$ cat src/hdl/cwe_pkg.sv
package cwe_pkg;

    // mode codes as seen on the result channel
    typedef enum logic [2:0] {
        MODE_FORWARD  = 3'd0,
        MODE_BACKWARD = 3'd1,
        MODE_STOP     = 3'd2,
        MODE_LEFT     = 3'd3,
        MODE_RIGHT    = 3'd4,
        MODE_WAIT     = 3'd5,
        MODE_SETUP    = 3'd6
    } mode_t;

    // command codes carried with each input item
    typedef enum logic [1:0] {
        ACT_TICK = 2'd0,
        ACT_INIT = 2'd1,
        ACT_WAIT = 2'd2
    } action_t;

    // configuration register indexes
    localparam int unsigned CFG_INDEX_W = 3;
    localparam logic [CFG_INDEX_W-1:0] REG_FORWARD_SPEED = 3'd0;
    localparam logic [CFG_INDEX_W-1:0] REG_ZERO_SPEED    = 3'd1;
    localparam logic [CFG_INDEX_W-1:0] REG_CLIFF_DEPTH   = 3'd2;
    localparam logic [CFG_INDEX_W-1:0] REG_WALL_DISTANCE = 3'd3;
    localparam logic [CFG_INDEX_W-1:0] REG_TURN_CLEAR    = 3'd4;
    localparam logic [CFG_INDEX_W-1:0] REG_BUTTON_HOLD   = 3'd5;

    // register reset values
    localparam logic [14:0] FORWARD_SPEED_RST = 15'd4096;
    localparam logic [14:0] ZERO_SPEED_RST    = 15'd205;
    localparam logic [15:0] CLIFF_DEPTH_RST   = 16'd65;
    localparam logic [15:0] WALL_DISTANCE_RST = 16'd200;
    localparam logic [15:0] TURN_CLEAR_RST    = 16'd400;
    localparam logic [7:0]  BUTTON_HOLD_RST   = 8'd10;

    // fixed constants of the wander machine
    localparam logic [15:0] DIST_CAP      = 16'd1000;
    localparam logic [12:0] STOP_DURATION = 13'd100;
    localparam logic [12:0] INIT_DURATION = 13'd1000;
    localparam logic [3:0]  TABLE_LAST    = 4'd8;
    localparam logic [7:0]  PRESS_MAX     = 8'd255;

    typedef struct packed {
        logic [14:0] forward_speed;
        logic [14:0] zero_speed;
        logic [15:0] cliff_depth;
        logic [15:0] wall_distance;
        logic [15:0] turn_clear_distance;
        logic [7:0]  button_hold;
    } cfg_t;

    typedef struct packed {
        logic [1:0]         action;
        logic [15:0]        dist_a;
        logic [15:0]        dist_b;
        logic [15:0]        dist_c;
        logic [15:0]        depth_a;
        logic [15:0]        depth_b;
        logic [15:0]        depth_c;
        logic               safety_trip;
        logic               button_pressed;
        logic signed [15:0] speed_left;
        logic signed [15:0] speed_right;
    } item_t;

    typedef struct packed {
        logic [15:0] near_dist;
        logic [15:0] deep_floor;
    } sense_t;

    typedef struct packed {
        mode_t       mode;
        mode_t       pending_mode;
        logic [12:0] duration_left;
        logic [7:0]  press_count;
        logic [3:0]  table_index;
        logic        estop_flag;
    } state_t;

    typedef struct packed {
        logic               update;
        logic signed [15:0] left;
        logic signed [15:0] right;
    } targets_t;

    // forward run lengths, walked by the setup mode
    function automatic logic [12:0] dur_lookup(input logic [2:0] idx);
        logic [12:0] d;
        case (idx)
            3'd0:    d = 13'd1500;
            3'd1:    d = 13'd6000;
            3'd2:    d = 13'd2500;
            3'd3:    d = 13'd2000;
            3'd4:    d = 13'd500;
            3'd5:    d = 13'd3600;
            3'd6:    d = 13'd1000;
            default: d = 13'd800;
        endcase
        return d;
    endfunction

endpackage

$ cat src/hdl/cwe_in_if.sv
interface cwe_in_if;
    logic               valid;
    logic               ready;
    logic [1:0]         action;
    logic [15:0]        dist_a;
    logic [15:0]        dist_b;
    logic [15:0]        dist_c;
    logic [15:0]        depth_a;
    logic [15:0]        depth_b;
    logic [15:0]        depth_c;
    logic               safety_trip;
    logic               button_pressed;
    logic signed [15:0] speed_left;
    logic signed [15:0] speed_right;

    modport source (
        output valid, action, dist_a, dist_b, dist_c, depth_a, depth_b, depth_c,
               safety_trip, button_pressed, speed_left, speed_right,
        input  ready
    );
    modport sink (
        input  valid, action, dist_a, dist_b, dist_c, depth_a, depth_b, depth_c,
               safety_trip, button_pressed, speed_left, speed_right,
        output ready
    );
endinterface

$ cat src/hdl/cwe_out_if.sv
interface cwe_out_if;
    logic               valid;
    logic               ready;
    logic signed [15:0] target_left;
    logic signed [15:0] target_right;
    logic               emergency_stop;
    logic [2:0]         mode_code;
    logic               active;

    modport source (
        output valid, target_left, target_right, emergency_stop, mode_code, active,
        input  ready
    );
    modport sink (
        input  valid, target_left, target_right, emergency_stop, mode_code, active,
        output ready
    );
endinterface

$ cat src/hdl/cwe_cfg_if.sv
interface cwe_cfg_if;
    logic        valid;
    logic        ready;
    logic [2:0]  index;
    logic [15:0] data;

    modport source (
        output valid, index, data,
        input  ready
    );
    modport sink (
        input  valid, index, data,
        output ready
    );
endinterface

$ cat src/hdl/cwe_cfg_regs.sv
module cwe_cfg_regs (
    input  logic          clk,
    input  logic          rst_n,
    cwe_cfg_if.sink       cfg,
    output cwe_pkg::cfg_t regs
);

    cwe_pkg::cfg_t regs_reg;

    // writes are always taken
    assign cfg.ready = 1'b1;
    assign regs      = regs_reg;

    // register file, one register per transfer
    always_ff @(posedge clk or negedge rst_n)
    begin
        if (!rst_n)
        begin
            regs_reg.forward_speed       <= cwe_pkg::FORWARD_SPEED_RST;
            regs_reg.zero_speed          <= cwe_pkg::ZERO_SPEED_RST;
            regs_reg.cliff_depth         <= cwe_pkg::CLIFF_DEPTH_RST;
            regs_reg.wall_distance       <= cwe_pkg::WALL_DISTANCE_RST;
            regs_reg.turn_clear_distance <= cwe_pkg::TURN_CLEAR_RST;
            regs_reg.button_hold         <= cwe_pkg::BUTTON_HOLD_RST;
        end
        else if (cfg.valid)
        begin
            case (cfg.index)
                cwe_pkg::REG_FORWARD_SPEED: regs_reg.forward_speed       <= cfg.data[14:0];
                cwe_pkg::REG_ZERO_SPEED:    regs_reg.zero_speed          <= cfg.data[14:0];
                cwe_pkg::REG_CLIFF_DEPTH:   regs_reg.cliff_depth         <= cfg.data;
                cwe_pkg::REG_WALL_DISTANCE: regs_reg.wall_distance       <= cfg.data;
                cwe_pkg::REG_TURN_CLEAR:    regs_reg.turn_clear_distance <= cfg.data;
                cwe_pkg::REG_BUTTON_HOLD:   regs_reg.button_hold         <= cfg.data[7:0];
                default:                    ;
            endcase
        end
    end

endmodule

$ cat src/hdl/cwe_sensor_reduce.sv
module cwe_sensor_reduce (
    input  cwe_pkg::item_t  item,
    output cwe_pkg::sense_t sense
);

    logic [15:0] min_ab;
    logic [15:0] min_cap;
    logic [15:0] max_ab;

    // nearest wall, capped, and deepest floor reading
    always_comb
    begin
        min_ab  = (item.dist_a < item.dist_b) ? item.dist_a : item.dist_b;
        min_cap = (item.dist_c < cwe_pkg::DIST_CAP) ? item.dist_c : cwe_pkg::DIST_CAP;
        sense.near_dist = (min_ab < min_cap) ? min_ab : min_cap;
        max_ab = (item.depth_a > item.depth_b) ? item.depth_a : item.depth_b;
        sense.deep_floor = (item.depth_c > max_ab) ? item.depth_c : max_ab;
    end

endmodule

$ cat src/hdl/cwe_mode_step.sv
module cwe_mode_step (
    input  cwe_pkg::item_t    item,
    input  cwe_pkg::sense_t   sense,
    input  cwe_pkg::cfg_t     regs,
    input  cwe_pkg::state_t   st,
    output cwe_pkg::state_t   st_next,
    output cwe_pkg::targets_t tgt
);

    cwe_pkg::mode_t     mode_eff;
    cwe_pkg::mode_t     pend_eff;
    logic               cliff;
    logic               wall_near;
    logic               back_clear;
    logic               turn_clear;
    logic               wheels_stopped;
    logic [16:0]        mag_left;
    logic [16:0]        mag_right;
    logic signed [15:0] fs_pos;
    logic signed [15:0] fs_neg;
    logic [12:0]        dur;
    logic [7:0]         press;
    logic [3:0]         idx;

    // sensor comparisons
    always_comb
    begin
        cliff      = sense.deep_floor > regs.cliff_depth;
        wall_near  = sense.near_dist < regs.wall_distance;
        back_clear = (sense.near_dist > regs.wall_distance)
                     && (sense.deep_floor < regs.cliff_depth);
        turn_clear = sense.near_dist > regs.turn_clear_distance;
        mag_left   = item.speed_left[15]  ? (17'd0 - {1'b1, item.speed_left})
                                          : {1'b0, item.speed_left};
        mag_right  = item.speed_right[15] ? (17'd0 - {1'b1, item.speed_right})
                                          : {1'b0, item.speed_right};
        wheels_stopped = (mag_left < {2'b00, regs.zero_speed})
                         && (mag_right < {2'b00, regs.zero_speed});
        fs_pos = {1'b0, regs.forward_speed};
        fs_neg = 16'd0 - {1'b0, regs.forward_speed};
    end

    // safety trip forces a stop before the mode step
    always_comb
    begin
        mode_eff = st.mode;
        pend_eff = st.pending_mode;
        if (item.safety_trip)
        begin
            mode_eff = cwe_pkg::MODE_STOP;
            case (st.mode)
                cwe_pkg::MODE_FORWARD:  pend_eff = cwe_pkg::MODE_BACKWARD;
                cwe_pkg::MODE_BACKWARD: pend_eff = cwe_pkg::MODE_FORWARD;
                cwe_pkg::MODE_LEFT:     pend_eff = cwe_pkg::MODE_RIGHT;
                cwe_pkg::MODE_RIGHT:    pend_eff = cwe_pkg::MODE_LEFT;
                default:                pend_eff = cwe_pkg::MODE_BACKWARD;
            endcase
        end
    end

    // next state
    always_comb
    begin
        st_next = st;
        dur     = st.duration_left;
        press   = st.press_count;
        idx     = st.table_index;
        case (cwe_pkg::action_t'(item.action))
            cwe_pkg::ACT_TICK:
            begin
                st_next.mode         = mode_eff;
                st_next.pending_mode = pend_eff;
                if (item.safety_trip)
                    st_next.estop_flag = 1'b1;
                case (mode_eff)
                    cwe_pkg::MODE_WAIT:
                    begin
                        if (!item.button_pressed)
                            press = 8'd0;
                        else if (st.press_count != cwe_pkg::PRESS_MAX)
                            press = st.press_count + 8'd1;
                        st_next.press_count = press;
                        if (press > regs.button_hold)
                            st_next.mode = cwe_pkg::MODE_SETUP;
                    end
                    cwe_pkg::MODE_SETUP:
                    begin
                        idx = (st.table_index >= cwe_pkg::TABLE_LAST) ? 4'd0
                                                                      : st.table_index + 4'd1;
                        st_next.table_index = idx;
                        dur          = cwe_pkg::dur_lookup(idx[2:0]);
                        st_next.mode = cwe_pkg::MODE_FORWARD;
                    end
                    cwe_pkg::MODE_FORWARD:
                    begin
                        if (cliff)
                        begin
                            st_next.estop_flag   = 1'b1;
                            st_next.pending_mode = cwe_pkg::MODE_BACKWARD;
                            st_next.mode         = cwe_pkg::MODE_STOP;
                        end
                        if (wall_near)
                        begin
                            st_next.pending_mode = cwe_pkg::MODE_BACKWARD;
                            st_next.mode         = cwe_pkg::MODE_STOP;
                        end
                        if (dur == 13'd0)
                        begin
                            st_next.pending_mode = cwe_pkg::MODE_RIGHT;
                            st_next.mode         = cwe_pkg::MODE_STOP;
                        end
                    end
                    cwe_pkg::MODE_STOP:
                    begin
                        if (wheels_stopped)
                        begin
                            st_next.estop_flag = 1'b0;
                            dur                = cwe_pkg::STOP_DURATION;
                            if (pend_eff == cwe_pkg::MODE_STOP)
                                st_next.pending_mode = cwe_pkg::MODE_SETUP;
                            st_next.mode = st_next.pending_mode;
                        end
                    end
                    cwe_pkg::MODE_BACKWARD:
                    begin
                        if ((dur == 13'd0) && back_clear)
                        begin
                            dur                  = cwe_pkg::STOP_DURATION;
                            st_next.pending_mode = cwe_pkg::MODE_LEFT;
                            st_next.mode         = cwe_pkg::MODE_STOP;
                        end
                    end
                    cwe_pkg::MODE_LEFT, cwe_pkg::MODE_RIGHT:
                    begin
                        if (cliff)
                        begin
                            st_next.estop_flag   = 1'b1;
                            st_next.pending_mode = cwe_pkg::MODE_BACKWARD;
                            st_next.mode         = cwe_pkg::MODE_STOP;
                        end
                        if ((dur == 13'd0) && turn_clear)
                        begin
                            st_next.pending_mode = cwe_pkg::MODE_SETUP;
                            st_next.mode         = cwe_pkg::MODE_STOP;
                        end
                    end
                    default:
                        st_next.mode = cwe_pkg::MODE_SETUP;
                endcase
                // run length counts down once per tick
                st_next.duration_left = (dur != 13'd0) ? dur - 13'd1 : 13'd0;
            end
            cwe_pkg::ACT_INIT:
            begin
                st_next.duration_left = cwe_pkg::INIT_DURATION;
                st_next.press_count   = 8'd0;
                st_next.mode          = cwe_pkg::MODE_SETUP;
                st_next.pending_mode  = cwe_pkg::MODE_FORWARD;
            end
            cwe_pkg::ACT_WAIT:
                st_next.mode = cwe_pkg::MODE_WAIT;
            default:
                ;
        endcase
    end

    // wheel targets, driven by the mode that runs this tick
    always_comb
    begin
        tgt.update = 1'b0;
        tgt.left   = 16'sd0;
        tgt.right  = 16'sd0;
        if (cwe_pkg::action_t'(item.action) == cwe_pkg::ACT_TICK)
        begin
            case (mode_eff)
                cwe_pkg::MODE_WAIT, cwe_pkg::MODE_STOP:
                    tgt.update = 1'b1;
                cwe_pkg::MODE_FORWARD:
                begin
                    tgt.update = 1'b1;
                    tgt.left   = fs_pos;
                    tgt.right  = fs_pos;
                end
                cwe_pkg::MODE_BACKWARD:
                begin
                    tgt.update = 1'b1;
                    tgt.left   = fs_neg;
                    tgt.right  = fs_neg;
                end
                cwe_pkg::MODE_LEFT:
                begin
                    tgt.update = 1'b1;
                    tgt.left   = fs_pos;
                    tgt.right  = fs_neg;
                end
                cwe_pkg::MODE_RIGHT:
                begin
                    tgt.update = 1'b1;
                    tgt.left   = fs_neg;
                    tgt.right  = fs_pos;
                end
                default:
                    tgt.update = 1'b0;
            endcase
        end
    end

endmodule

$ cat src/hdl/cliff_wall_explorer_fsm_unit.sv
// Wander controller for a wheeled explorer with wall and cliff sensing.
// sensors: one transfer per control tick carrying a command, three wall
//   distances, three floor depths, the safety and button levels and the two
//   measured wheel speeds.
// result: one transfer per accepted tick with the held wheel targets, the
//   sticky emergency stop, the mode code and the active flag, all showing the
//   state after that tick.
// cfg: register writes, always ready; the user makes them only while no tick
//   is in flight, the block does not enforce it. A sensors transfer goes into
//   an input register, then through the reduce and mode step logic into the
//   result register. Throughput is one tick per cycle unless the receiver
//   stalls; mode state and result registers are loaded in the same cycle.
// When the receiver stalls the result register holds and the input register
//   still takes one more tick, after which sensors.ready falls.
// Reset clears both stages, puts the machine in wait with zero targets and
//   loads the register defaults.
module cliff_wall_explorer_fsm_unit (
    input  logic      clk,
    input  logic      rst_n,
    cwe_in_if.sink    sensors,
    cwe_out_if.source result,
    cwe_cfg_if.sink   cfg
);

    cwe_pkg::cfg_t      regs;
    cwe_pkg::item_t     item_reg;
    logic               item_valid_reg;
    cwe_pkg::sense_t    sense;
    cwe_pkg::state_t    st_reg;
    cwe_pkg::state_t    st_next;
    cwe_pkg::targets_t  tgt;
    logic signed [15:0] tgt_left_reg;
    logic signed [15:0] tgt_right_reg;
    logic signed [15:0] tgt_left_next;
    logic signed [15:0] tgt_right_next;
    logic               out_valid_reg;
    logic               out_valid_next;
    logic signed [15:0] out_left_reg;
    logic signed [15:0] out_right_reg;
    logic               out_estop_reg;
    logic [2:0]         out_mode_reg;
    logic               advance;

    cwe_cfg_regs u_cfg (
        .clk   (clk),
        .rst_n (rst_n),
        .cfg   (cfg),
        .regs  (regs)
    );

    cwe_sensor_reduce u_reduce (
        .item  (item_reg),
        .sense (sense)
    );

    cwe_mode_step u_step (
        .item    (item_reg),
        .sense   (sense),
        .regs    (regs),
        .st      (st_reg),
        .st_next (st_next),
        .tgt     (tgt)
    );

    // stage handshake
    assign advance        = item_valid_reg && (!out_valid_reg || result.ready);
    assign sensors.ready  = !item_valid_reg || advance;
    assign out_valid_next = advance || (out_valid_reg && !result.ready);
    assign tgt_left_next  = tgt.update ? tgt.left  : tgt_left_reg;
    assign tgt_right_next = tgt.update ? tgt.right : tgt_right_reg;

    // input register
    always_ff @(posedge clk or negedge rst_n)
    begin
        if (!rst_n)
            item_valid_reg <= 1'b0;
        else if (sensors.ready)
            item_valid_reg <= sensors.valid;
    end

    always_ff @(posedge clk)
    begin
        if (sensors.ready && sensors.valid)
        begin
            item_reg.action         <= sensors.action;
            item_reg.dist_a         <= sensors.dist_a;
            item_reg.dist_b         <= sensors.dist_b;
            item_reg.dist_c         <= sensors.dist_c;
            item_reg.depth_a        <= sensors.depth_a;
            item_reg.depth_b        <= sensors.depth_b;
            item_reg.depth_c        <= sensors.depth_c;
            item_reg.safety_trip    <= sensors.safety_trip;
            item_reg.button_pressed <= sensors.button_pressed;
            item_reg.speed_left     <= sensors.speed_left;
            item_reg.speed_right    <= sensors.speed_right;
        end
    end

    // machine state, stepped once per item
    always_ff @(posedge clk or negedge rst_n)
    begin
        if (!rst_n)
        begin
            st_reg.mode          <= cwe_pkg::MODE_WAIT;
            st_reg.pending_mode  <= cwe_pkg::MODE_FORWARD;
            st_reg.duration_left <= cwe_pkg::INIT_DURATION;
            st_reg.press_count   <= 8'd0;
            st_reg.table_index   <= 4'd0;
            st_reg.estop_flag    <= 1'b0;
            tgt_left_reg         <= 16'sd0;
            tgt_right_reg        <= 16'sd0;
        end
        else if (advance)
        begin
            st_reg        <= st_next;
            tgt_left_reg  <= tgt_left_next;
            tgt_right_reg <= tgt_right_next;
        end
    end

    // result register
    always_ff @(posedge clk or negedge rst_n)
    begin
        if (!rst_n)
            out_valid_reg <= 1'b0;
        else
            out_valid_reg <= out_valid_next;
    end

    always_ff @(posedge clk)
    begin
        if (advance)
        begin
            out_left_reg  <= tgt_left_next;
            out_right_reg <= tgt_right_next;
            out_estop_reg <= st_next.estop_flag;
            out_mode_reg  <= st_next.mode;
        end
    end

    assign result.valid          = out_valid_reg;
    assign result.target_left    = out_left_reg;
    assign result.target_right   = out_right_reg;
    assign result.emergency_stop = out_estop_reg;
    assign result.mode_code      = out_mode_reg;
    assign result.active         = (out_mode_reg != cwe_pkg::MODE_WAIT);

endmodule

$ cat src/flat_wrapper.sv
// flat-port wrapper written by rule: the top's interface ports become plain ports
module cliff_wall_explorer_fsm_unit_flat 
  (clk, rst_n, sensors_valid, sensors_action, sensors_dist_a, sensors_dist_b, sensors_dist_c, sensors_depth_a, sensors_depth_b, sensors_depth_c, sensors_safety_trip, sensors_button_pressed, sensors_speed_left, sensors_speed_right, sensors_ready, result_valid, result_target_left, result_target_right, result_emergency_stop, result_mode_code, result_active, result_ready, cfg_valid, cfg_index, cfg_data, cfg_ready);
  cwe_in_if sensors_i ();
  cwe_out_if result_i ();
  cwe_cfg_if cfg_i ();
  input  logic clk;
  input  logic rst_n;
  input wire logic [$bits(sensors_i.valid)-1:0] sensors_valid;
  input wire logic [$bits(sensors_i.action)-1:0] sensors_action;
  input wire logic [$bits(sensors_i.dist_a)-1:0] sensors_dist_a;
  input wire logic [$bits(sensors_i.dist_b)-1:0] sensors_dist_b;
  input wire logic [$bits(sensors_i.dist_c)-1:0] sensors_dist_c;
  input wire logic [$bits(sensors_i.depth_a)-1:0] sensors_depth_a;
  input wire logic [$bits(sensors_i.depth_b)-1:0] sensors_depth_b;
  input wire logic [$bits(sensors_i.depth_c)-1:0] sensors_depth_c;
  input wire logic [$bits(sensors_i.safety_trip)-1:0] sensors_safety_trip;
  input wire logic [$bits(sensors_i.button_pressed)-1:0] sensors_button_pressed;
  input wire logic [$bits(sensors_i.speed_left)-1:0] sensors_speed_left;
  input wire logic [$bits(sensors_i.speed_right)-1:0] sensors_speed_right;
  output wire logic [$bits(sensors_i.ready)-1:0] sensors_ready;
  output wire logic [$bits(result_i.valid)-1:0] result_valid;
  output wire logic [$bits(result_i.target_left)-1:0] result_target_left;
  output wire logic [$bits(result_i.target_right)-1:0] result_target_right;
  output wire logic [$bits(result_i.emergency_stop)-1:0] result_emergency_stop;
  output wire logic [$bits(result_i.mode_code)-1:0] result_mode_code;
  output wire logic [$bits(result_i.active)-1:0] result_active;
  input wire logic [$bits(result_i.ready)-1:0] result_ready;
  input wire logic [$bits(cfg_i.valid)-1:0] cfg_valid;
  input wire logic [$bits(cfg_i.index)-1:0] cfg_index;
  input wire logic [$bits(cfg_i.data)-1:0] cfg_data;
  output wire logic [$bits(cfg_i.ready)-1:0] cfg_ready;
  assign sensors_i.valid = sensors_valid;
  assign sensors_i.action = sensors_action;
  assign sensors_i.dist_a = sensors_dist_a;
  assign sensors_i.dist_b = sensors_dist_b;
  assign sensors_i.dist_c = sensors_dist_c;
  assign sensors_i.depth_a = sensors_depth_a;
  assign sensors_i.depth_b = sensors_depth_b;
  assign sensors_i.depth_c = sensors_depth_c;
  assign sensors_i.safety_trip = sensors_safety_trip;
  assign sensors_i.button_pressed = sensors_button_pressed;
  assign sensors_i.speed_left = sensors_speed_left;
  assign sensors_i.speed_right = sensors_speed_right;
  assign sensors_ready = sensors_i.ready;
  assign result_valid = result_i.valid;
  assign result_target_left = result_i.target_left;
  assign result_target_right = result_i.target_right;
  assign result_emergency_stop = result_i.emergency_stop;
  assign result_mode_code = result_i.mode_code;
  assign result_active = result_i.active;
  assign result_i.ready = result_ready;
  assign cfg_i.valid = cfg_valid;
  assign cfg_i.index = cfg_index;
  assign cfg_i.data = cfg_data;
  assign cfg_ready = cfg_i.ready;
  cliff_wall_explorer_fsm_unit u_core (.clk(clk), .rst_n(rst_n), .sensors(sensors_i), .result(result_i), .cfg(cfg_i));
endmodule
$ cat config.mk
export PLATFORM = sky130hd
export DESIGN_NAME = cliff_wall_explorer_fsm_unit_flat
export DESIGN_NICKNAME = d
export VERILOG_FILES = /design/src/hdl/cwe_pkg.sv /design/src/hdl/cwe_in_if.sv /design/src/hdl/cwe_out_if.sv /design/src/hdl/cwe_cfg_if.sv /design/src/hdl/cwe_cfg_regs.sv /design/src/hdl/cwe_sensor_reduce.sv /design/src/hdl/cwe_mode_step.sv /design/src/hdl/cliff_wall_explorer_fsm_unit.sv /design/src/flat_wrapper.sv
export SDC_FILE = /design/constraint.sdc
export NUM_CORES = 1
export LEC_CHECK = 0
export ABC_AREA = 1
export BUFFER_PORTS_ARGS = -buffer_cell sky130_fd_sc_hd__buf_4
export CAP_MARGIN = 20
export CORE_AREA = 2 2 202 204
export DETAILED_ROUTE_END_ITERATION = 16
export DIE_AREA = 0 0 204 206
export PLACE_DENSITY_LB_ADDON = 0.2
export SKIP_LAST_GASP = 1
export SYNTH_ARGS = -nofsm -noshare
export SYNTH_HDL_FRONTEND = slang
export SYNTH_HIERARCHICAL = 1
export SYNTH_SLANG_ARGS = --single-unit
$ cat constraint.sdc
create_clock -name clk -period 14.9 [get_ports clk]
set_clock_uncertainty 0.1 [all_clocks]
set_input_delay 2.98 -clock clk [delete_from_list [all_inputs] [get_ports clk]]
set_output_delay 2.98 -clock clk [all_outputs]
set_load 0.03 [all_outputs]
==> flow_metrics.tcl, run 1 <==
set metrics [dict create \
    status "completed" \
    clock_latency_ns 0.57 \
    drc 0 \
    worst_pin_slew_ns 0.9371 \
    rows 74 \
    setup_viol 0 \
    setup_tns_ns 0 \
    worstSetupStartpointType "flip-flop" \
    cts_tree "done" \
    p_per_area_nw_per_um2 136.0 \
    viasPerCell 5.244 \
    p_clk_share_pct 29.5 \
    crit_required_ns 15.23 \
    cts_hold_buf 0 \
    portBuffers 194 \
    antenna_found_initial 1 \
    cts_sinks 320 \
    grt_max_degree 88 \
    p_comb_share_pct 32.5 \
    first_iter_violations 1156 \
    muxShareOfSynthArea_pct 0 \
    p_int_mw 1.978 \
    synth_top_family_by_area "simple AND/OR/NAND/NOR gates" \
    wire_per_inst_microns 15.62 \
    hold_viol_final 0 \
    start_util_pct 49.06 \
    synthArstFlopShare_pct 47.50 \
    place_hpwl_microns 35890 \
    track_usage_pct 23.61 \
    vias 16490 \
    worstSetupEndpointType "flip-flop" \
    post_cts_resized 0 \
    cts_buffers 36 \
    nets 2898 \
    synth.distinct_cells 61 \
    die_x_microns 204 \
    fin_crit_ns 7.167 \
    htree_levels 2 \
    cp_slowest_stage_delay_ns 0.53 \
    synth_flop_cell "edfxtp_1" \
    post_cts_buffers 0 \
    place.gp.congestion 0.8890 \
    cp_common_cell "nand2_1" \
    synth_edf_count 168 \
    path_class "reg -> reg" \
    cts_root_buf "clkbuf_16" \
    vdd_drop_max_uv 89.17 \
    postRouteAntennaNets 0 \
    placed_area_sq_um 21490 \
    drv_cap 0 \
    n_fill_cell 3711 \
    grt-ovfl-total 0 \
    stdcell_area_sq_um 22710 \
    syn_inst 2409 \
    io-pin-count 196 \
    avgSynthCellArea_sq_um 8.183 \
    rsz0062_at_grt "no" \
    dieArea_sq_um 42020 \
    hold_slack_ns 0.3645 \
    drive_gt1_share_pct 14.77 \
    netlist_area_sq_um 19710 \
    synth-xor-area-share_pct 1.511 \
    syn_to_final_growth_pct 15.23 \
    switching_share_pct 35.97 \
    totalWireLength_microns 49140 \
    ys_warn_count 6 \
    synthAdderAreaFrac_pct 9.965 \
    path_max_fanout 32 \
    grt_pass1_wl_microns 79550 \
    slew_violations 0 \
    total_power_mw 3.090 \
    pwr-share-seq_pct 38.1 \
    hold_path_class "reg -> reg" \
    core_area_sq_um 40180 \
    max_freq_mhz 139.5 \
    relSlewSlack_pct 37.53 \
    antennaDiodeCount 0 \
    crit_slowest_cell "inv_1" \
    die_y_microns 206 \
    clockBufferDepth 3 \
    synth_seq_cells 320 \
    path_clk_slew_ns 0.06 \
    drt_pass1_iterations 6 \
    ys_seq_area_share_pct 45.04 \
    switchingPower_mw 1.111 \
    largest_reg_flops 132 \
    grt_pass1_vias 15890 \
    p_leak_nw 11.07 \
    fin_crit_sh_pct 48.10 \
    synth_compound_area_share_pct 8.302 \
    critPathArrivalTime_ns 7.50 \
    yosys.area_share.simple_pct 27.57 \
]
cells by family after synthesis:
| kind of cell | count (synthesis) |
|---|---|
| xor gates and xnor gates | 34 |
| and+or+nand+nor | 1255 |
| adders and majority gates | 157 |
| AOI/OAI and AO/OA | 288 |
| buffers and inverters | 353 |
| other | 2 |
| DFF | 320 |
through the flow:
stage,setup slack [ns],utilization (%),cells
floorplan,8.269,-,2414
global placement,8.048,53.49,3079
detailed placement,7.828,53.49,3079
CTS,7.770,56.53,3145
global route,6.956,56.53,3145
finish,7.733,56.53,3145
cell type report:
cell class              count  area [sq um]  area share [%]
flip-flops and latches    320          8879           39.09
well taps                 532         665.6           2.930
clock buffers              46          1021           4.495
inverters                 284          1071           4.715
repair buffers            202          1520           6.693
multi-input cells        1741          9359           41.20
clock inverters            20         198.9          0.8758
cell usage after synthesis (11+ instances only):
| master | n | share of area [%] |
|---|---|---|
| nand2_1 | 785 | 15 |
| inv_1 | 263 | 5.0 |
| nor2_1 | 177 | 3.4 |
| edfxtp_1 | 168 | 26 |
| ha_1 | 157 | 10 |
| nand3_1 | 151 | 3.8 |
| dfrtp_1 | 128 | 16 |
| a21oi_1 | 100 | 2.5 |
| o21ai_0 | 89 | 2.3 |
| o22ai_1 | 37 | 1.2 |
| nand4_1 | 26 | 0.83 |
| nand2_2 | 25 | 0.79 |
| dfstp_2 | 24 | 3.2 |
| clkbuf_1 | 23 | 0.44 |
| xor2_1 | 22 | 0.98 |
| nor2_2 | 20 | 0.63 |
| inv_2 | 19 | 0.36 |
| buf_2 | 17 | 0.43 |
| o21ai_1 | 15 | 0.38 |
| nor3_1 | 13 | 0.33 |
| or2_0 | 13 | 0.41 |
| buf_4 | 12 | 0.46 |
| xnor2_1 | 12 | 0.53 |
| buf_6 | 11 | 0.63 |
worst max-delay path, delay by kind of cell (launching register included):
kind	cells	cell delay, ns
AOI/OAI and AO/OA	7	0.93
DFF	1	0.40
adders and majority gates	4	0.98
buffers and inverters	5	0.79
and+or+nand+nor	29	3.84
cells in the final DEF (no fill, tap or decap), drive strengths merged, types with 16 or more instances in the layout:
cell type / n
clkbuf: 46
xor2: 22
a21oi: 101
o22ai: 37
ha: 157
edfxtp: 168
or2: 16
dfrtp: 128
nor2: 206
dfstp: 24
nand4: 31
nand2: 817
buf: 202
nand3: 160
inv: 286
o21ai: 104
power by group through the flow:
stage / Sequential [mW] / Combinational [mW] / Clock [mW]
after global routing: 1.19 / 1.14 / 0.967
after floorplan: 1.19 / 0.721 / 0
final: 1.18 / 1.00 / 0.910
after detailed placement: 1.19 / 0.992 / 0
after CTS: 1.18 / 0.997 / 0.937
after global placement: 1.19 / 0.960 / 0
final timing paths:
| check | start | endpoint | slack (ns) | depth (start not counted) |
|---|---|---|---|---|
| worst max-delay path | u_core/item_reg[81]$_DFFE_PP_ | u_core/st_reg[24]$_DFFE_PN0P_ | 7.73 | 45 |
| worst min-delay path | u_core/u_cfg/regs[59]$_DFFE_PN1P_ | u_core/u_cfg/regs[59]$_DFFE_PN1P_ | 0.36 | 2 |
| worst max register to register | u_core/item_reg[81]$_DFFE_PP_ | u_core/st_reg[24]$_DFFE_PN0P_ | 7.73 | 45 |
| worst min register to register | u_core/u_cfg/regs[59]$_DFFE_PN1P_ | u_core/u_cfg/regs[59]$_DFFE_PN1P_ | 0.36 | 2 |
| max in group asynchronous | rst_n | u_core/u_cfg/regs[35]$_DFFE_PN0P_ | 10.83 | 2 |
| min in group asynchronous | rst_n | u_core/tgt_right_reg[9]$_DFFE_PN0P_ | 2.37 | 1 |
layer usage:
layer,vias up,track usage [%],wire [microns]
met4,2,7.298,989
li1,8255,-,-
met2,421,39.36,23120
met1,7749,31.79,22420
met5,-,0,13
met3,65,3.627,2595
Power figures use the tool's default switching activity.
==> run 2: changes to the inputs <==
==> constraint.sdc (replaced) <==
create_clock -name clk -period 7.5 [get_ports clk]
set_clock_uncertainty 0.1 [all_clocks]
set_input_delay 1.5 -clock clk [delete_from_list [all_inputs] [get_ports clk]]
set_output_delay 1.5 -clock clk [all_outputs]
set_load 0.03 [all_outputs]
==> flow_metrics.tcl, run 2 (synthesized netlist as in run 1, its figures left out) <==
set metrics [dict create \
    cts_buffers 37 \
    die_x_microns 204 \
    place_hpwl_microns 35510 \
    grt_pass1_wl_microns 78590 \
    place.gp.congestion 0.9152 \
    fin_crit_sh_pct 89.78 \
    dpl.cell_count 3080 \
    relSlewSlack_pct 37.10 \
    nets 2903 \
    vias 16460 \
    use_met3_pct 4.257 \
    die_y_microns 206 \
    p_per_area_nw_per_um2 270.7 \
    totalWireLength_microns 49220 \
    grt_pass1_vias 15640 \
    first_iter_violations 1118 \
    postRouteAntennaNets 0 \
    crit_slowest_cell "edfxtp_1" \
    setup_viol 0 \
    cts_hold_buf 0 \
    path_max_fanout 24 \
    critPathArrivalTime_ns 7.07 \
    drive_gt1_share_pct 14.94 \
    portBuffers 194 \
    max_freq_mhz 148.5 \
    setup_tns_ns 0 \
    antenna_found_initial 2 \
    drt_pass1_iterations 6 \
    path_class "reg -> reg" \
    regArea_sq_um 8879 \
    worstSetupEndpointType "flip-flop" \
    pwr-share-seq_pct 37.9 \
    wire_per_inst_microns 15.62 \
    p_clk_share_pct 29.7 \
    cts_sinks 320 \
    viasPerCell 5.224 \
    fin_crit_ns 6.733 \
    core_area_sq_um 40180 \
    dieArea_sq_um 42020 \
    hold_viol_final 0 \
    drv_cap 0 \
    clockBufferDepth 3 \
    worst_pin_slew_ns 0.9435 \
    multi_input_comb_area_sq_um 9361 \
    status "completed" \
    drc 0 \
    htree_levels 2 \
    use_met1_pct 31.24 \
    cts_tree "done" \
    cp_slowest_stage_delay_ns 0.38 \
    grt_max_degree 90 \
    n_fill_cell 3648 \
    vdd_drop_max_uv 177.8 \
    met2_usage_pct 38.35 \
    track_usage_pct 23.34 \
    largest_reg_flops 132 \
    grt-ovfl-total 0 \
    cts_root_buf "clkbuf_16" \
    mostFrequentLayoutCells "nand2_1, inv_1, buf_4" \
    p_comb_share_pct 32.4 \
    fin_cells 3151 \
    start_util_pct 49.06 \
    holdCritStartpoint "u_core/u_cfg/regs[62]$_DFFE_PN1P_" \
    slew_violations 0 \
    crit_required_ns 7.84 \
    r2r_start "u_core/item_reg[81]$_DFFE_PP_" \
    crit_start "u_core/item_reg[81]$_DFFE_PP_" \
    syn_to_final_growth_pct 15.45 \
    cp_common_cell "nand2_1" \
    worstSetupStartpointType "flip-flop" \
    rows 74 \
    path_clk_slew_ns 0.06 \
    switching_share_pct 35.78 \
    switchingPower_mw 2.204 \
    io-pin-count 196 \
    rsz0062_at_grt "no" \
    grt.busiest_layer "met2" \
    clock_latency_ns 0.56 \
    hold_path_class "reg -> reg" \
    p_leak_nw 11.09 \
    p_int_mw 3.956 \
    layout_commonest_cell "nand2_1" \
    total_power_mw 6.160 \
]
## run 2: worst max-delay path: cells and delay by family (launching register included)
family / cells / cell delay, ns
AO/OA/AOI/OAI: 8 / 0.93
adder cells (fa/ha/maj): 4 / 1.03
buffers and inverters: 6 / 0.75
flip-flops: 1 / 0.38
AND/OR/NAND/NOR: 25 / 3.44
## run 2: power by group through the flow
stage / sequential (mW) / combinational [mW] / clock, mW
3_3_place_gp: 2.36 / 1.90 / 0
2_1_floorplan: 2.37 / 1.43 / 0
3_5_place_dp: 2.37 / 1.97 / 0
5_1_grt: 2.37 / 2.26 / 1.93
6_report: 2.34 / 1.99 / 1.83
4_1_cts: 2.34 / 1.98 / 1.88
## run 2: final cells by class
type	instances	area share, %
inverter	284	4.723
tap	532	2.925
clock inverter	15	0.7037
multi-input combinational	1741	41.13
timing repair buffer	205	6.779
timing repair inverter	1	0.03299
clock buffer	52	4.679
sequential	320	39.01
antenna	1	0.01100
## run 2: per-layer routing
metal  share of wire [%]  vias up
li1                    -     8252
met3                 5.5       90
met2                  47      435
met4                 2.6        2
met5               0.033        -
met1                  45     7683
## run 2: final timing paths
kind	to	cells after the start	slack (ns)
max in group asynchronous	u_core/st_reg[17]$_DFFE_PN0P_	2	4.89
worst max-delay path	u_core/st_reg[24]$_DFFE_PN0P_	43	0.77
min in group asynchronous	u_core/tgt_right_reg[9]$_DFFE_PN0P_	1	0.89
worst min-delay path	u_core/u_cfg/regs[62]$_DFFE_PN1P_	2	0.37
worst max register to register	u_core/st_reg[24]$_DFFE_PN0P_	43	0.77
worst min register to register	u_core/u_cfg/regs[62]$_DFFE_PN1P_	2	0.37
## run 2: per-stage QoR
stage	cell area [sq um]	hold slack, ns	setup WS [ns]	utilization [%]
5_1_grt	22760	0.3757	0.09667	56.63
3_5_place_dp	21500	0.3574	0.5492	53.51
3_3_place_gp	21500	0.3523	0.7188	53.51
4_1_cts	22730	0.3666	0.4866	56.56
6_report	22760	0.3658	0.7669	56.64
2_1_floorplan	19730	0.3419	2.003	-
## run 2: repair_timing
item                       CTS  global route
resized for setup            0             3
setup endpoints to repair    0            13
setup buffers                0             2
==> run 3: changes to the inputs <==
--- a/config.mk
+++ b/config.mk
@@ -5,12 +5,11 @@
 export SDC_FILE = /design/constraint.sdc
 export NUM_CORES = 1
 export LEC_CHECK = 0
-export ABC_AREA = 1
 export BUFFER_PORTS_ARGS = -buffer_cell sky130_fd_sc_hd__buf_4
 export CAP_MARGIN = 20
-export CORE_AREA = 2 2 202 204
+export CORE_AREA = 2 2 200 202
 export DETAILED_ROUTE_END_ITERATION = 16
-export DIE_AREA = 0 0 204 206
+export DIE_AREA = 0 0 202 204
 export PLACE_DENSITY_LB_ADDON = 0.2
 export SKIP_LAST_GASP = 1
 export SYNTH_ARGS = -nofsm -noshare
==> flow_metrics.tcl, run 3 <==
set metrics [dict create \
    viasPerCell 5.574 \
    vdd_drop_max_uv 194.2 \
    htree_levels 2 \
    synth_common_cells "edfxtp_1, inv_1, ha_1" \
    cts_tree "done" \
    multi_input_comb_area_sq_um 9572 \
    regArea_sq_um 8879 \
    synth.distinct_cells 89 \
    io-pin-count 196 \
    path_max_fanout 6 \
    pre_cts_ws_ns -0.1288 \
    largest_reg_flops 132 \
    rsz0062_at_grt "yes" \
    core_area_sq_um 39180 \
    first_iter_violations 728 \
    die_y_microns 204 \
    layout_commonest_cell "buf_4" \
    die_x_microns 202 \
    syn_inst 1716 \
    cts_root_buf "clkbuf_16" \
    grt_pass1_vias 13760 \
    synth_edf_count 168 \
    total_power_mw 5.790 \
    status "completed" \
    totalWireLength_microns 44870 \
    clockBufferDepth 3 \
    fin_ws_ns 0.3262 \
    fin_util_pct 57.60 \
    yosys-top-cells-area "edfxtp_1, dfrtp_1, ha_1" \
    place.gp.congestion 0.9224 \
    grt_max_degree 84 \
    clock_latency_ns 0.56 \
    syn_to_final_growth_pct 17.02 \
    cts_sinks 320 \
    cp_slowest_stage_delay_ns 0.43 \
    track_usage_pct 21.81 \
    setup_viol 0 \
    drc 0 \
    hold_path_class "reg -> reg" \
    path_clk_slew_ns 0.05 \
    critPathArrivalTime_ns 7.50 \
    crit_buf_inv 5 \
    antennaDiodeCount 0 \
    n_fill_cell 3298 \
    synth_seq_cells 320 \
    grt_pass1_wl_microns 71420 \
    antenna_found_initial 2 \
    drt_pass1_iterations 7 \
    nets 2235 \
    portBuffers 194 \
    crit_slowest_cell "or3_1" \
    synth_flop_cell "edfxtp_1" \
    worst_pin_slew_ns 1.016 \
    wire_per_inst_microns 18.14 \
    synthArstFlopShare_pct 47.50 \
    placed_area_sq_um 21260 \
    stdcell_area_sq_um 22570 \
    crit_start "u_core/item_reg[99]$_DFFE_PP_" \
    synth_top_area_share_pct 26.16 \
    avgSynthCellArea_sq_um 11.24 \
    worstSetupEndpointType "flip-flop" \
    cp_common_cell "ha_1" \
    cts_hold_buf 0 \
    postRouteAntennaNets 0 \
    dieArea_sq_um 41210 \
    fin_crit_sh_pct 95.65 \
    synth_top_cell_by_area "edfxtp_1" \
    place_hpwl_microns 33350 \
    slew_violations 0 \
    p_leak_nw 9.918 \
    ys_warn_count 6 \
    cts_buffers 36 \
    rows 73 \
    drv_cap 0 \
    fin_crit_ns 7.174 \
    vias 13790 \
    ys_seq_area_share_pct 46.03 \
    max_freq_mhz 139.4 \
    crit_required_ns 7.83 \
    start_util_pct 49.22 \
    hold_viol_final 0 \
    crit_family "compound AO/OA/AOI/OAI gates" \
    relSlewSlack_pct 32.19 \
    holdCritStartpoint "u_core/u_cfg/regs[5]$_DFFE_PN0P_" \
    netlist_area_sq_um 19290 \
    hold_slack_ns 0.4059 \
    synth_most_common_cell "edfxtp_1" \
    drive_gt1_share_pct 27.96 \
    p_per_area_nw_per_um2 256.5 \
    mostFrequentLayoutCells "buf_4, edfxtp_1, inv_1" \
    worstSetupStartpointType "flip-flop" \
    grt-ovfl-total 0 \
    r2r_start "u_core/item_reg[99]$_DFFE_PP_" \
    path_class "reg -> reg" \
]
[run 3: cell types whose count changed after synthesis, sizes merged, moves of 50 or more]
| cell | change |
|---|---|
| nand3 | -141 |
| inv | -122 |
| mux2i | +50 |
| nand2 | -725 |
| mux2 | +194 |
| nor2 | -108 |
[run 3: final cells by class]
| class | count | share of cell area [%] |
|---|---|---|
| Clock buffer | 46 | 4.385 |
| Tap cell | 525 | 2.911 |
| Timing Repair Buffer | 229 | 7.706 |
| Clock inverter | 19 | 0.5544 |
| Inverter | 162 | 2.694 |
| Multi-Input combinational cell | 1173 | 42.41 |
| Sequential cell | 320 | 39.34 |
[run 3: what timing repair did]
item	CTS	global route
setup buffers	0	8
endpoints found under the setup margin	12	15
gates resized for setup	2	29
pin swaps	0	10
cloned	0	1
[run 3: cells by family (layout without fill, tap and decap cells)]
family / after synthesis / after routing / share of synthesized area, %
AOI/OAI and AO/OA: 344 / 344 / 11.29
xor gates and xnor gates: 40 / 40 / 1.888
adders and majority gates: 157 / 157 / 10.18
buffers and inverters: 228 / 456 / 5.248
DFF: 320 / 320 / 46.03
muxes: 244 / 244 / 15.07
other: 2 / 7 / 0.03894
and+or+nand+nor: 381 / 381 / 10.24
[run 3: layer usage]
layer  share of wire (%)  global-route usage [%]
met5               0.060                       0
met4                 3.0                   8.298
met3                 5.3                   3.922
met2                  47                   36.54
met1                  44                   28.25
[run 3: worst reg2reg max path: cells and delay by family (launching register included)]
| kind | cells | cell delay (ns) |
|---|---|---|
| buf+inv | 5 | 0.55 |
| flops | 1 | 0.39 |
| mux | 2 | 0.52 |
| simple gates | 8 | 2.15 |
| fa+ha+maj | 4 | 1.03 |
| compound gates | 13 | 2.33 |
[run 3: worst paths after layout]
check	slack, ns	cells past startpoint	endpoint
min in group asynchronous	0.88	1	u_core/st_reg[23]$_DFFE_PN0P_
worst max-delay path	0.33	32	u_core/st_reg[15]$_DFFE_PN0P_
worst min-delay path	0.41	1	u_core/u_cfg/regs[5]$_DFFE_PN0P_
max in group asynchronous	5.03	2	u_core/u_cfg/regs[77]$_DFFE_PN0P_
worst min register to register	0.41	1	u_core/u_cfg/regs[5]$_DFFE_PN0P_
worst max register to register	0.33	32	u_core/st_reg[15]$_DFFE_PN0P_
[run 3: metrics by stage]
stage	setup TNS [ns]	instances
2_1_floorplan	0	1721
6_report	0	2474
4_1_cts	0	2465
3_5_place_dp	-1.156	2400
3_3_place_gp	0	2400
5_1_grt	-0.2835	2474
[run 3: power by group]
group          switching [mW]  leakage [nW]  total, mW  internal [mW]
clock                   0.715         0.559       1.68          0.969
combinational           0.974          5.85       1.78          0.805
sequential              0.203          3.51       2.33           2.12
